<file path="config.mk">
export PLATFORM = sky130hd
export DESIGN_NAME = lottery_scheduler
export DESIGN_NICKNAME = d
export VERILOG_FILES = /design/src/lts_pkg.sv /design/src/lts_rem_unit.sv /design/src/lottery_scheduler.sv
export VERILOG_INCLUDE_DIRS = /design/src /design/src/src
export SDC_FILE = /design/constraint.sdc
export NUM_CORES = 1
export LEC_CHECK = 0
export BUFFER_PORTS_ARGS = -buffer_cell sky130_fd_sc_hd__buf_4
export CAP_MARGIN = 40
export CORE_MARGIN = 2
export CORE_UTILIZATION = 58
export CTS_BUF_LIST = sky130_fd_sc_hd__clkbuf_4
export DETAILED_ROUTE_END_ITERATION = 6
export HOLD_SLACK_MARGIN = 0.06
export PLACE_DENSITY = 0.78
export SLEW_MARGIN = 20
export SYNTH_ARGS = -nofsm -noshare
export SYNTH_HDL_FRONTEND = slang
export SYNTH_SLANG_ARGS = --single-unit
export TNS_END_PERCENT = 100
</file>
<file path="constraint.sdc">
create_clock -name clk -period 5.84 [get_ports clk]
set_input_delay 0.292 -clock clk [delete_from_list [all_inputs] [get_ports clk]]
set_output_delay 0.292 -clock clk [all_outputs]
set_load 0.005 [all_outputs]
</file>
<file path="src/lottery_scheduler_macros.svh">
// assertion macros for the lottery scheduler
`ifndef LOTTERY_SCHEDULER_MACROS_SVH
`define LOTTERY_SCHEDULER_MACROS_SVH

`ifndef SYNTHESIS

// same-cycle implication
`define LTS_ASSERT_IMP(label, clk, rst, ante, cons) \
  label: assert property (@(posedge clk) disable iff (rst) (ante) |-> (cons)) \
    else $error("%m: check failed");

// next-cycle implication
`define LTS_ASSERT_NEXT(label, clk, rst, ante, cons) \
  label: assert property (@(posedge clk) disable iff (rst) (ante) |=> (cons)) \
    else $error("%m: check failed");

`else

`define LTS_ASSERT_IMP(label, clk, rst, ante, cons)
`define LTS_ASSERT_NEXT(label, clk, rst, ante, cons)

`endif

`endif

</file>
<file path="src/lts_pkg.sv">
// types and constants shared by the lottery scheduler files
`default_nettype none

package lts_pkg;

  // draw operand width
  localparam int RAND_W = 30;

  // ticket limits
  localparam int TICKETS_W = 7;
  localparam logic [TICKETS_W-1:0] START_TICKETS = 7'd5;
  localparam logic [TICKETS_W-1:0] MAX_TICKETS   = 7'd100;
  localparam logic [TICKETS_W-1:0] MIN_TICKETS   = 7'd1;

  // configuration register indexes and reset values
  localparam logic [1:0] CFG_LUCKY   = 2'd0;
  localparam logic [1:0] CFG_UNLUCKY = 2'd1;
  localparam logic [1:0] CFG_SLICE   = 2'd2;
  localparam logic [3:0]  LUCKY_RESET   = 4'd7;
  localparam logic [3:0]  UNLUCKY_RESET = 4'd14;
  localparam logic [15:0] SLICE_RESET   = 16'd200;

  typedef enum logic [1:0] {
    CMD_START   = 2'd0,
    CMD_STOP    = 2'd1,
    CMD_NICE    = 2'd2,
    CMD_QUANTUM = 2'd3
  } lts_cmd_t;

  typedef struct packed {
    lts_cmd_t           cmd;
    logic [5:0]         slot;
    logic               is_system_proc;
    logic signed [7:0]  nice_delta;
    logic               keep_requester;
    logic [RAND_W-1:0]  random_value;
  } lts_in_t;

  typedef struct packed {
    logic [5:0]  target_slot;
    logic [3:0]  queue_number;
    logic [15:0] quantum;
    logic        last_of_run;
  } lts_out_t;

  // one slot table entry
  typedef struct packed {
    logic                 in_use;
    logic                 in_lottery;
    logic [TICKETS_W-1:0] tickets;
  } lts_entry_t;

  typedef enum logic [3:0] {
    ST_IDLE,
    ST_DECODE,
    ST_NICE_RD,
    ST_NICE_WR,
    ST_SUM,
    ST_DIV,
    ST_WALK,
    ST_EM_REQ,
    ST_EM_PREV,
    ST_EM_WIN,
    ST_EM_ONE
  } lts_state_t;

endpackage

`default_nettype wire

</file>
<file path="src/lts_rem_unit.sv">
// restoring remainder unit, one quotient bit per cycle
`default_nettype none

module lts_rem_unit #(
  parameter int DIV_W = 15
) (
  input  wire logic                      clk,
  input  wire logic                      rst,
  input  wire logic                      start,
  input  wire logic [lts_pkg::RAND_W-1:0] dividend,
  input  wire logic [DIV_W-1:0]          divisor,
  output logic                           done,
  output logic [DIV_W-1:0]               remainder
);
  import lts_pkg::*;

  localparam int STEP_W = $clog2(RAND_W + 1);

  logic              busy;
  logic [STEP_W-1:0] steps;
  logic [RAND_W-1:0] dvd;
  logic [DIV_W:0]    trial;

  // shift in next dividend bit
  assign trial = {remainder, dvd[RAND_W-1]};

  // control
  always_ff @(posedge clk) begin
    if (rst) begin
      busy  <= 1'b0;
      done  <= 1'b0;
      steps <= '0;
    end else begin
      done <= 1'b0;
      if (start) begin
        busy  <= 1'b1;
        steps <= STEP_W'(RAND_W);
      end else if (busy) begin
        steps <= steps - 1'b1;
        if (steps == STEP_W'(1)) begin
          busy <= 1'b0;
          done <= 1'b1;
        end
      end
    end
  end

  // datapath
  always_ff @(posedge clk) begin
    if (start) begin
      dvd       <= dividend;
      remainder <= '0;
    end else if (busy) begin
      dvd <= {dvd[RAND_W-2:0], 1'b0};
      if (trial >= {1'b0, divisor}) begin
        remainder <= DIV_W'(trial - {1'b0, divisor});
      end else begin
        remainder <= trial[DIV_W-1:0];
      end
    end
  end

endmodule

`default_nettype wire

</file>
<file path="src/lottery_scheduler.sv">
// lottery scheduler top level: slot table, draw sequencer and output register
//
//   channel   direction  handshake              payload
//   in        sink       in_valid / in_ready    lts_in_t
//   out       source     out_valid / out_ready  lts_out_t
//   cfg       sink       cfg_we                 cfg_addr, cfg_wdata
//
// start and stop write the slot in decode; nice reads it, then writes it back if it is in the
// lottery. a start result then waits for the output register. quantum expiry: a pipelined
// scan of the slot memory sums the tickets, the remainder unit runs one bit a cycle, a second
// scan finds the winner, then up to three results leave through the output register.
// synchronous reset clears all control state and the per-slot valid bits; no clearing pass.
// a stalled output only holds the sequencer in its emit states; input is taken when idle.
`default_nettype none

`include "lottery_scheduler_macros.svh"

module lottery_scheduler #(
  parameter int SLOT_COUNT = 64
) (
  input  wire logic             clk,
  input  wire logic             rst,
  input  wire logic             in_valid,
  output logic                  in_ready,
  input  wire lts_pkg::lts_in_t in_data,
  output logic                  out_valid,
  input  wire logic             out_ready,
  output lts_pkg::lts_out_t     out_data,
  input  wire logic             cfg_we,
  input  wire logic [1:0]       cfg_addr,
  input  wire logic [15:0]      cfg_wdata
);
  import lts_pkg::*;

  localparam int IDX_W = $clog2(SLOT_COUNT);
  localparam int TOT_W = $clog2(SLOT_COUNT * int'(MAX_TICKETS) + 1);
  localparam logic [IDX_W:0] CNT_END = (IDX_W + 1)'(SLOT_COUNT);

  lts_state_t state, state_next;

  // configuration registers
  logic [3:0]  lucky_queue;
  logic [3:0]  unlucky_queue;
  logic [15:0] slice_len;

  // current item and draw registers
  lts_in_t          item;
  logic [IDX_W-1:0] req_idx;
  logic             has_req;
  logic             req_lot;
  logic [TOT_W-1:0] total;
  logic [TOT_W-1:0] which;
  logic [IDX_W:0]   cnt;
  logic             rd_pend;
  logic [IDX_W-1:0] rd_idx;
  logic [IDX_W-1:0] win_idx;
  logic [3:0]       em_queue;
  logic             winner_valid;
  logic [IDX_W-1:0] winner_slot;

  // slot memory
  lts_entry_t             mem [SLOT_COUNT];
  logic [SLOT_COUNT-1:0]  vld;
  lts_entry_t             mem_q;
  logic                   vld_q;
  lts_entry_t             rd_entry;
  logic                   mem_we;
  logic [IDX_W-1:0]       mem_wa;
  lts_entry_t             mem_wd;
  logic                   mem_re;
  logic [IDX_W-1:0]       mem_ra;

  // handshake and output load
  logic             in_xfer;
  logic             out_free;
  logic             out_load;
  logic [IDX_W-1:0] ld_slot;
  logic [3:0]       ld_queue;
  logic             ld_last;

  // remainder unit
  logic             div_start;
  logic             div_done;
  logic [TOT_W-1:0] div_rem;

  // scan helpers
  logic             in_range;
  logic             scan_done;
  logic             elig;
  logic             hit;
  logic signed [9:0] nice_sum;
  logic [TICKETS_W-1:0] nice_tk;

  assign in_xfer  = in_valid && in_ready;
  assign out_free = !out_valid || out_ready;
  assign req_idx  = IDX_W'(item.slot);
  assign has_req  = !item.keep_requester;
  assign in_range = {26'd0, item.slot} < SLOT_COUNT;
  assign rd_entry = vld_q ? mem_q : '0;
  assign scan_done = (cnt == CNT_END) && !rd_pend;
  assign elig = rd_pend && rd_entry.in_lottery && !(has_req && rd_idx == req_idx);
  assign hit  = elig && (which < TOT_W'(rd_entry.tickets));

  // nice arithmetic with clamp
  assign nice_sum = $signed({3'b000, rd_entry.tickets})
                  + $signed({{2{item.nice_delta[7]}}, item.nice_delta});
  always_comb begin
    priority if (nice_sum > $signed({3'b000, MAX_TICKETS})) begin
      nice_tk = MAX_TICKETS;
    end else if (nice_sum < $signed({3'b000, MIN_TICKETS})) begin
      nice_tk = MIN_TICKETS;
    end else begin
      nice_tk = nice_sum[TICKETS_W-1:0];
    end
  end

  lts_rem_unit #(
    .DIV_W (TOT_W)
  ) u_rem (
    .clk       (clk),
    .rst       (rst),
    .start     (div_start),
    .dividend  (item.random_value),
    .divisor   (total),
    .done      (div_done),
    .remainder (div_rem)
  );

  // next state
  always_comb begin
    state_next = state;
    unique case (state)
      ST_IDLE: begin
        if (in_xfer) state_next = ST_DECODE;
      end
      ST_DECODE: begin
        if (!in_range) begin
          state_next = ST_IDLE;
        end else begin
          unique case (item.cmd)
            CMD_START:   state_next = item.is_system_proc ? ST_IDLE : ST_EM_ONE;
            CMD_STOP:    state_next = ST_IDLE;
            CMD_NICE:    state_next = ST_NICE_RD;
            CMD_QUANTUM: state_next = ST_SUM;
          endcase
        end
      end
      ST_NICE_RD: state_next = ST_NICE_WR;
      ST_NICE_WR: state_next = ST_IDLE;
      ST_SUM: begin
        if (scan_done) begin
          priority if (total != '0) state_next = ST_DIV;
          else if (has_req && req_lot) state_next = ST_EM_ONE;
          else state_next = ST_IDLE;
        end
      end
      ST_DIV: begin
        if (div_done) state_next = ST_WALK;
      end
      ST_WALK: begin
        if (hit || scan_done) state_next = ST_EM_REQ;
      end
      ST_EM_REQ: begin
        if (!(has_req && req_lot) || out_free) state_next = ST_EM_PREV;
      end
      ST_EM_PREV: begin
        if (!(winner_valid && winner_slot != win_idx) || out_free) state_next = ST_EM_WIN;
      end
      ST_EM_WIN: begin
        if (out_free) state_next = ST_IDLE;
      end
      ST_EM_ONE: begin
        if (out_free) state_next = ST_IDLE;
      end
      default: state_next = ST_IDLE;
    endcase
  end

  // outputs of the sequencer
  always_comb begin
    in_ready  = 1'b0;
    mem_we    = 1'b0;
    mem_wa    = req_idx;
    mem_wd    = '0;
    mem_re    = 1'b0;
    mem_ra    = cnt[IDX_W-1:0];
    div_start = 1'b0;
    out_load  = 1'b0;
    ld_slot   = req_idx;
    ld_queue  = unlucky_queue;
    ld_last   = 1'b0;
    unique case (state)
      ST_IDLE: in_ready = !rst;
      ST_DECODE: begin
        if (in_range && item.cmd == CMD_START) begin
          mem_we = 1'b1;
          mem_wd.in_use     = 1'b1;
          mem_wd.in_lottery = !item.is_system_proc;
          mem_wd.tickets    = item.is_system_proc ? '0 : START_TICKETS;
        end else if (in_range && item.cmd == CMD_STOP) begin
          mem_we = 1'b1;
        end
      end
      ST_NICE_RD: begin
        mem_re = 1'b1;
        mem_ra = req_idx;
      end
      ST_NICE_WR: begin
        mem_we = rd_entry.in_lottery;
        mem_wd.in_use     = rd_entry.in_use;
        mem_wd.in_lottery = 1'b1;
        mem_wd.tickets    = nice_tk;
      end
      ST_SUM: begin
        mem_re    = cnt < CNT_END;
        div_start = scan_done && (total != '0);
      end
      ST_DIV: ;
      ST_WALK: begin
        mem_re = (cnt < CNT_END) && !hit;
      end
      ST_EM_REQ: begin
        out_load = has_req && req_lot && out_free;
      end
      ST_EM_PREV: begin
        out_load = winner_valid && (winner_slot != win_idx) && out_free;
        ld_slot  = winner_slot;
      end
      ST_EM_WIN: begin
        out_load = out_free;
        ld_slot  = win_idx;
        ld_queue = lucky_queue;
        ld_last  = 1'b1;
      end
      ST_EM_ONE: begin
        out_load = out_free;
        ld_queue = em_queue;
        ld_last  = 1'b1;
      end
      default: ;
    endcase
  end

  // slot memory, one write and one registered read port
  always_ff @(posedge clk) begin
    if (mem_we) mem[mem_wa] <= mem_wd;
    if (mem_re) begin
      mem_q <= mem[mem_ra];
      vld_q <= vld[mem_ra];
    end
  end

  // entry valid bits, cleared by reset
  always_ff @(posedge clk) begin
    if (rst) begin
      vld <= '0;
    end else if (mem_we) begin
      vld[mem_wa] <= 1'b1;
    end
  end

  // configuration writes
  always_ff @(posedge clk) begin
    if (rst) begin
      lucky_queue   <= LUCKY_RESET;
      unlucky_queue <= UNLUCKY_RESET;
      slice_len     <= SLICE_RESET;
    end else if (cfg_we) begin
      unique case (cfg_addr)
        CFG_LUCKY:   lucky_queue   <= cfg_wdata[3:0];
        CFG_UNLUCKY: unlucky_queue <= cfg_wdata[3:0];
        CFG_SLICE:   slice_len     <= cfg_wdata;
        default: ;
      endcase
    end
  end

  // state and winner memory
  always_ff @(posedge clk) begin
    if (rst) begin
      state        <= ST_IDLE;
      winner_valid <= 1'b0;
      winner_slot  <= '0;
      rd_pend      <= 1'b0;
    end else begin
      state   <= state_next;
      rd_pend <= mem_re && (state == ST_SUM || state == ST_WALK);
      if (state == ST_DECODE && in_range && item.cmd == CMD_STOP
          && winner_valid && winner_slot == req_idx) begin
        winner_valid <= 1'b0;
      end
      if (state == ST_EM_WIN && out_free) begin
        winner_valid <= 1'b1;
        winner_slot  <= win_idx;
      end
    end
  end

  // item capture and draw datapath
  always_ff @(posedge clk) begin
    if (in_xfer) item <= in_data;
    if (mem_re) rd_idx <= mem_ra;
    unique case (state)
      ST_DECODE: begin
        cnt      <= '0;
        total    <= '0;
        req_lot  <= 1'b0;
        em_queue <= unlucky_queue;
      end
      ST_SUM: begin
        if (mem_re) cnt <= cnt + 1'b1;
        if (elig) total <= total + TOT_W'(rd_entry.tickets);
        if (rd_pend && rd_idx == req_idx) req_lot <= rd_entry.in_lottery;
        em_queue <= lucky_queue;
      end
      ST_DIV: begin
        cnt <= '0;
        if (div_done) which <= div_rem;
      end
      ST_WALK: begin
        if (mem_re) cnt <= cnt + 1'b1;
        if (hit) win_idx <= rd_idx;
        else if (elig) which <= which - TOT_W'(rd_entry.tickets);
      end
      default: ;
    endcase
  end

  // output register
  always_ff @(posedge clk) begin
    if (rst) begin
      out_valid <= 1'b0;
    end else if (out_load) begin
      out_valid <= 1'b1;
    end else if (out_ready) begin
      out_valid <= 1'b0;
    end
  end

  always_ff @(posedge clk) begin
    if (out_load) begin
      out_data.target_slot  <= 6'(ld_slot);
      out_data.queue_number <= ld_queue;
      out_data.quantum      <= slice_len;
      out_data.last_of_run  <= ld_last;
    end
  end

  // checks
  `LTS_ASSERT_IMP(a_no_overwrite, clk, rst, out_load, !out_valid || out_ready)
  `LTS_ASSERT_IMP(a_one_port_use, clk, rst, mem_we, !mem_re)
  `LTS_ASSERT_IMP(a_div_in_wait, clk, rst, div_done, state == ST_DIV)
  `LTS_ASSERT_NEXT(a_winner_kept, clk, rst, state == ST_EM_WIN && out_load, winner_valid)

endmodule

`default_nettype wire

</file>
==> impl_metrics.json <==
{
  "drt_iter0_markers": 3161,
  "syn_inst": 2904,
  "post-cts-setup-buffers": 0,
  "p_switching_mw": 6.18,
  "grt_setup_unrepaired": "no",
  "post-route-util_pct": 69.3,
  "ys_seq_area_share_pct": 67.2,
  "vdd_ir_drop_max_mv": 0.304,
  "clock_latency_ns": 1.15,
  "p_int_mw": 10.8,
  "rows": 88,
  "cp_top_family": "simple AND/OR/NAND/NOR gates",
  "io_pins": 100,
  "grt_usage_pct": 30.0,
  "regArea_um2": 22700,
  "avgRoutedWirePerCell_um": 21.5,
  "holdWs_ns": 0.253,
  "syn_area_per_cell_um2": 11.6,
  "gp_congestion": 0.911,
  "worstSetupStartpointType": "flip-flop",
  "grt_pass1_vias": 25400,
  "yosys.area.top_type": "edfxtp_1",
  "cp_slowest_cell": "edfxtp_1",
  "p_seq_share_pct": 40.5,
  "nets": 3397,
  "setup_viol": 0,
  "cts_tree": "built",
  "cp_common_cell": "a31oi_1",
  "period_share_pct": 86.7,
  "synth.top_cell.area_share_pct": 60.1,
  "timing.final.hold_violations": 0,
  "max-slew-margin-rel_pct": 37.0,
  "synth_edf_count": 676,
  "antenna_found_initial": 2,
  "syn-num-nets": 3006,
  "endpoint_kind": "flip-flop",
  "finalSetupTns_ns": 0,
  "drv_cap": 0,
  "yosysWarnings": 0,
  "die_width_um": 245,
  "totalWireLength_um": 91100,
  "multi_input_area_um2": 10300,
  "required_ns": 6.73,
  "finalClockSkew_ns": 0.0744,
  "worstPathCellList": "nand2_1 -> xnor2_1 -> ha_1 -> a221o_1 -> a31oi_1 -> o22ai_1 -> nor3_1 -> o221ai_1 -> a31oi_1 -> or3b_1 -> nor2_4 -> buf_4",
  "viasPerCell": 6.10,
  "numPortBuffers": 99,
  "clk_pin_slew_ns": 0.06,
  "synth.distinct_cells": 79,
  "nFillCells": 3967,
  "max_freq_mhz": 198,
  "ant_nets": 0,
  "critical_path_buf_inv_count": 1,
  "synth_flop_cell": "edfxtp_1",
  "fin_crit_ns": 5.06,
  "violations": "DRC",
  "min_path_type": "in -> reg",
  "outcome": "complete, but fails checks",
  "finalMaxSlewViolations": 0,
  "worst_slew_pin_slew_ns": 0.938,
  "dieArea_um2": 60200,
  "ys_ff_latch": 797,
  "p_leak_nw": 14.8,
  "grt-ovfl-total": 0,
  "initial_utilization_pct": 58.6,
  "clockBufferDepth": 3,
  "core-area_um2": 57700,
  "clockRootBuffer": "clkbuf_4",
  "cts_sinks": 797,
  "slowest_delay_ns": 0.85,
  "synthTopCellsByArea": "edfxtp_1, nand2_1, dfxtp_1",
  "cts_htree_levels": 4,
  "syn_to_final_growth_pct": 18.3,
  "grt_pass1_wl_um": 139000,
  "drc": 4,
  "p_comb_share_pct": 31.7,
  "power.share.clock_pct": 27.8,
  "numCtsBuffers": 193,
  "async_reset_ff_share_pct": 0,
  "sw_frac_of_total_pct": 36.4,
  "first_pass_iters": 6,
  "grt_max_degree": 151,
  "powerDensity_nw_per_um2": 424,
  "path_max_fanout": 33,
  "crit_type": "reg -> reg",
  "num_vias": 25800,
  "dp_hpwl_um": 54100,
  "critPathArrivalTime_ns": 5.95,
  "final_layout_size_suffix_gt1_share_pct": 16.4,
  "die_h_um": 245,
  "syn_area_um2": 33800
}
-- synthesized netlist by cell type (all sizes together), types with 8 or more instances --
library cell  number
o21ai             51
a311oi            59
a311o             15
a21o              10
nor2             174
and2               8
nor4               8
o21a              51
a31oi             26
buf               90
mux2i             45
clkbuf            75
xor2              17
nor3              25
a21oi             68
dfxtp            121
a221o              8
and3              33
nand3            314
edfxtp           676
a32oi             18
nand2            741
xnor2             45
nand3b            11
inv               39
or3               18
nand2b            22
nor2b             15
ha                30
-- routing by layer --
metal  GRT usage [%]  vias to the layer above  part of all wire [%]
li1                -                    11500                     -
met1            37.6                    12500                    37
met2            48.8                     1612                    48
met3            7.63                      275                    11
met4            15.0                        0                   3.9
met5               0                        -                     0
-- stage by stage --
step	total power [mW]	setup WS (ns)	std cells	area, µm²
after floorplan	10.4	0.0795	2904	33800
after global placement	11.8	1.04	3641	35200
after detailed placement	12.0	0.859	3669	35500
after CTS	16.7	0.827	4181	39600
after global routing	17.7	0.404	4227	40000
final	17.0	0.779	4231	40000
-- area by class of cell --
class	count	area share [%]
clock inverters	61	0.898
diodes	11	0.0689
well taps	765	2.39
flip-flops and latches	797	56.8
inverters	40	0.391
repair buffers	361	8.10
clock buffers	294	5.52
multi-input cells	1902	25.8
-- cells in the final DEF (no fill, tap or decap), types with 17 or more instances in the layout --
cell type and count:
o21ai_0 48, nand3_1 314, clkinv_1 41, mux2i_1 41
and3_1 33, or3_1 18, ha_1 30, nor2_1 167
edfxtp_1 676, dfxtp_1 121, a31oi_1 26, a311oi_1 58
nand2b_1 22, a32oi_1 18, o21a_1 51, inv_1 35
xor2_1 17, nor3_1 24, nand2_1 740, clkbuf_4 294
a21oi_1 68, xnor2_1 45, dlygate4sd3_1 157, buf_4 190
-- path summary, 6_finish.rpt --
check | depth (start not counted) | slack (ns) | to | startpoint
worst min-delay path | 4 | 0.25 | out_valid | out_ready
worst max register to register | 12 | 0.78 | mem[12][1] | vld_q
worst min register to register | 0 | 0.41 | out_data[7] | slice_len[6]
worst max-delay path | 12 | 0.78 | mem[12][1] | vld_q
-- registers in the layout, indices dropped and copies added, names as in the netlist, 4 cells and up --
| signal | count |
|---|---|
| cnt | 7 |
| em_queue | 4 |
| item | 42 |
| lucky_queue | 4 |
| mem | 512 |
| mem_q | 8 |
| mem_wa | 6 |
| out_data | 27 |
| rd_idx | 6 |
| slice_len | 16 |
| state | 4 |
| total | 13 |
| u_rem.dvd | 30 |
| u_rem.remainder | 13 |
| u_rem.steps | 5 |
| unlucky_queue | 4 |
| vld | 64 |
| which | 13 |
| win_idx | 6 |
| winner_slot | 6 |
-- worst reg2reg max path, stage by stage (launching register included) --
cell	delay, ns
edfxtp_1	0.85
nand2_1	0.31
xnor2_1	0.21
ha_1	0.25
a221o_1	0.31
a31oi_1	0.19
o22ai_1	0.13
nor3_1	0.42
o221ai_1	0.19
a31oi_1	0.40
or3b_1	0.54
nor2_4	0.62
buf_4	0.46
-- power groups by stage --
stage	clock, mW	combinational [mW]	sequential (mW)
2_1_floorplan	0	3.59	6.83
3_3_place_gp	0	4.87	6.97
3_5_place_dp	0	5.05	6.98
4_1_cts	4.74	5.15	6.85
5_1_grt	5.07	5.75	6.89
6_report	4.72	5.37	6.87
-- cell families (layout without fill, tap and decap cells) --
group | Yosys count | after routing | synth area share [%]
compound gates | 356 | 356 | 7.53
mux | 48 | 48 | 1.48
other cells | 0 | 11 | 0
simple gates | 1398 | 1398 | 18.1
xor+xnor | 62 | 62 | 1.61
fa+ha+maj | 38 | 38 | 1.38
buf+inv | 205 | 756 | 2.69
flops | 797 | 797 | 67.2
-- repair_timing --
| item | 4_1_cts | 5_1_grt |
|---|---|---|
| resized for setup | 0 | 0 |
| hold endpoints to repair | 120 | 0 |
| hold buffers | 157 | 0 |
Power figures use the tool's default switching activity.
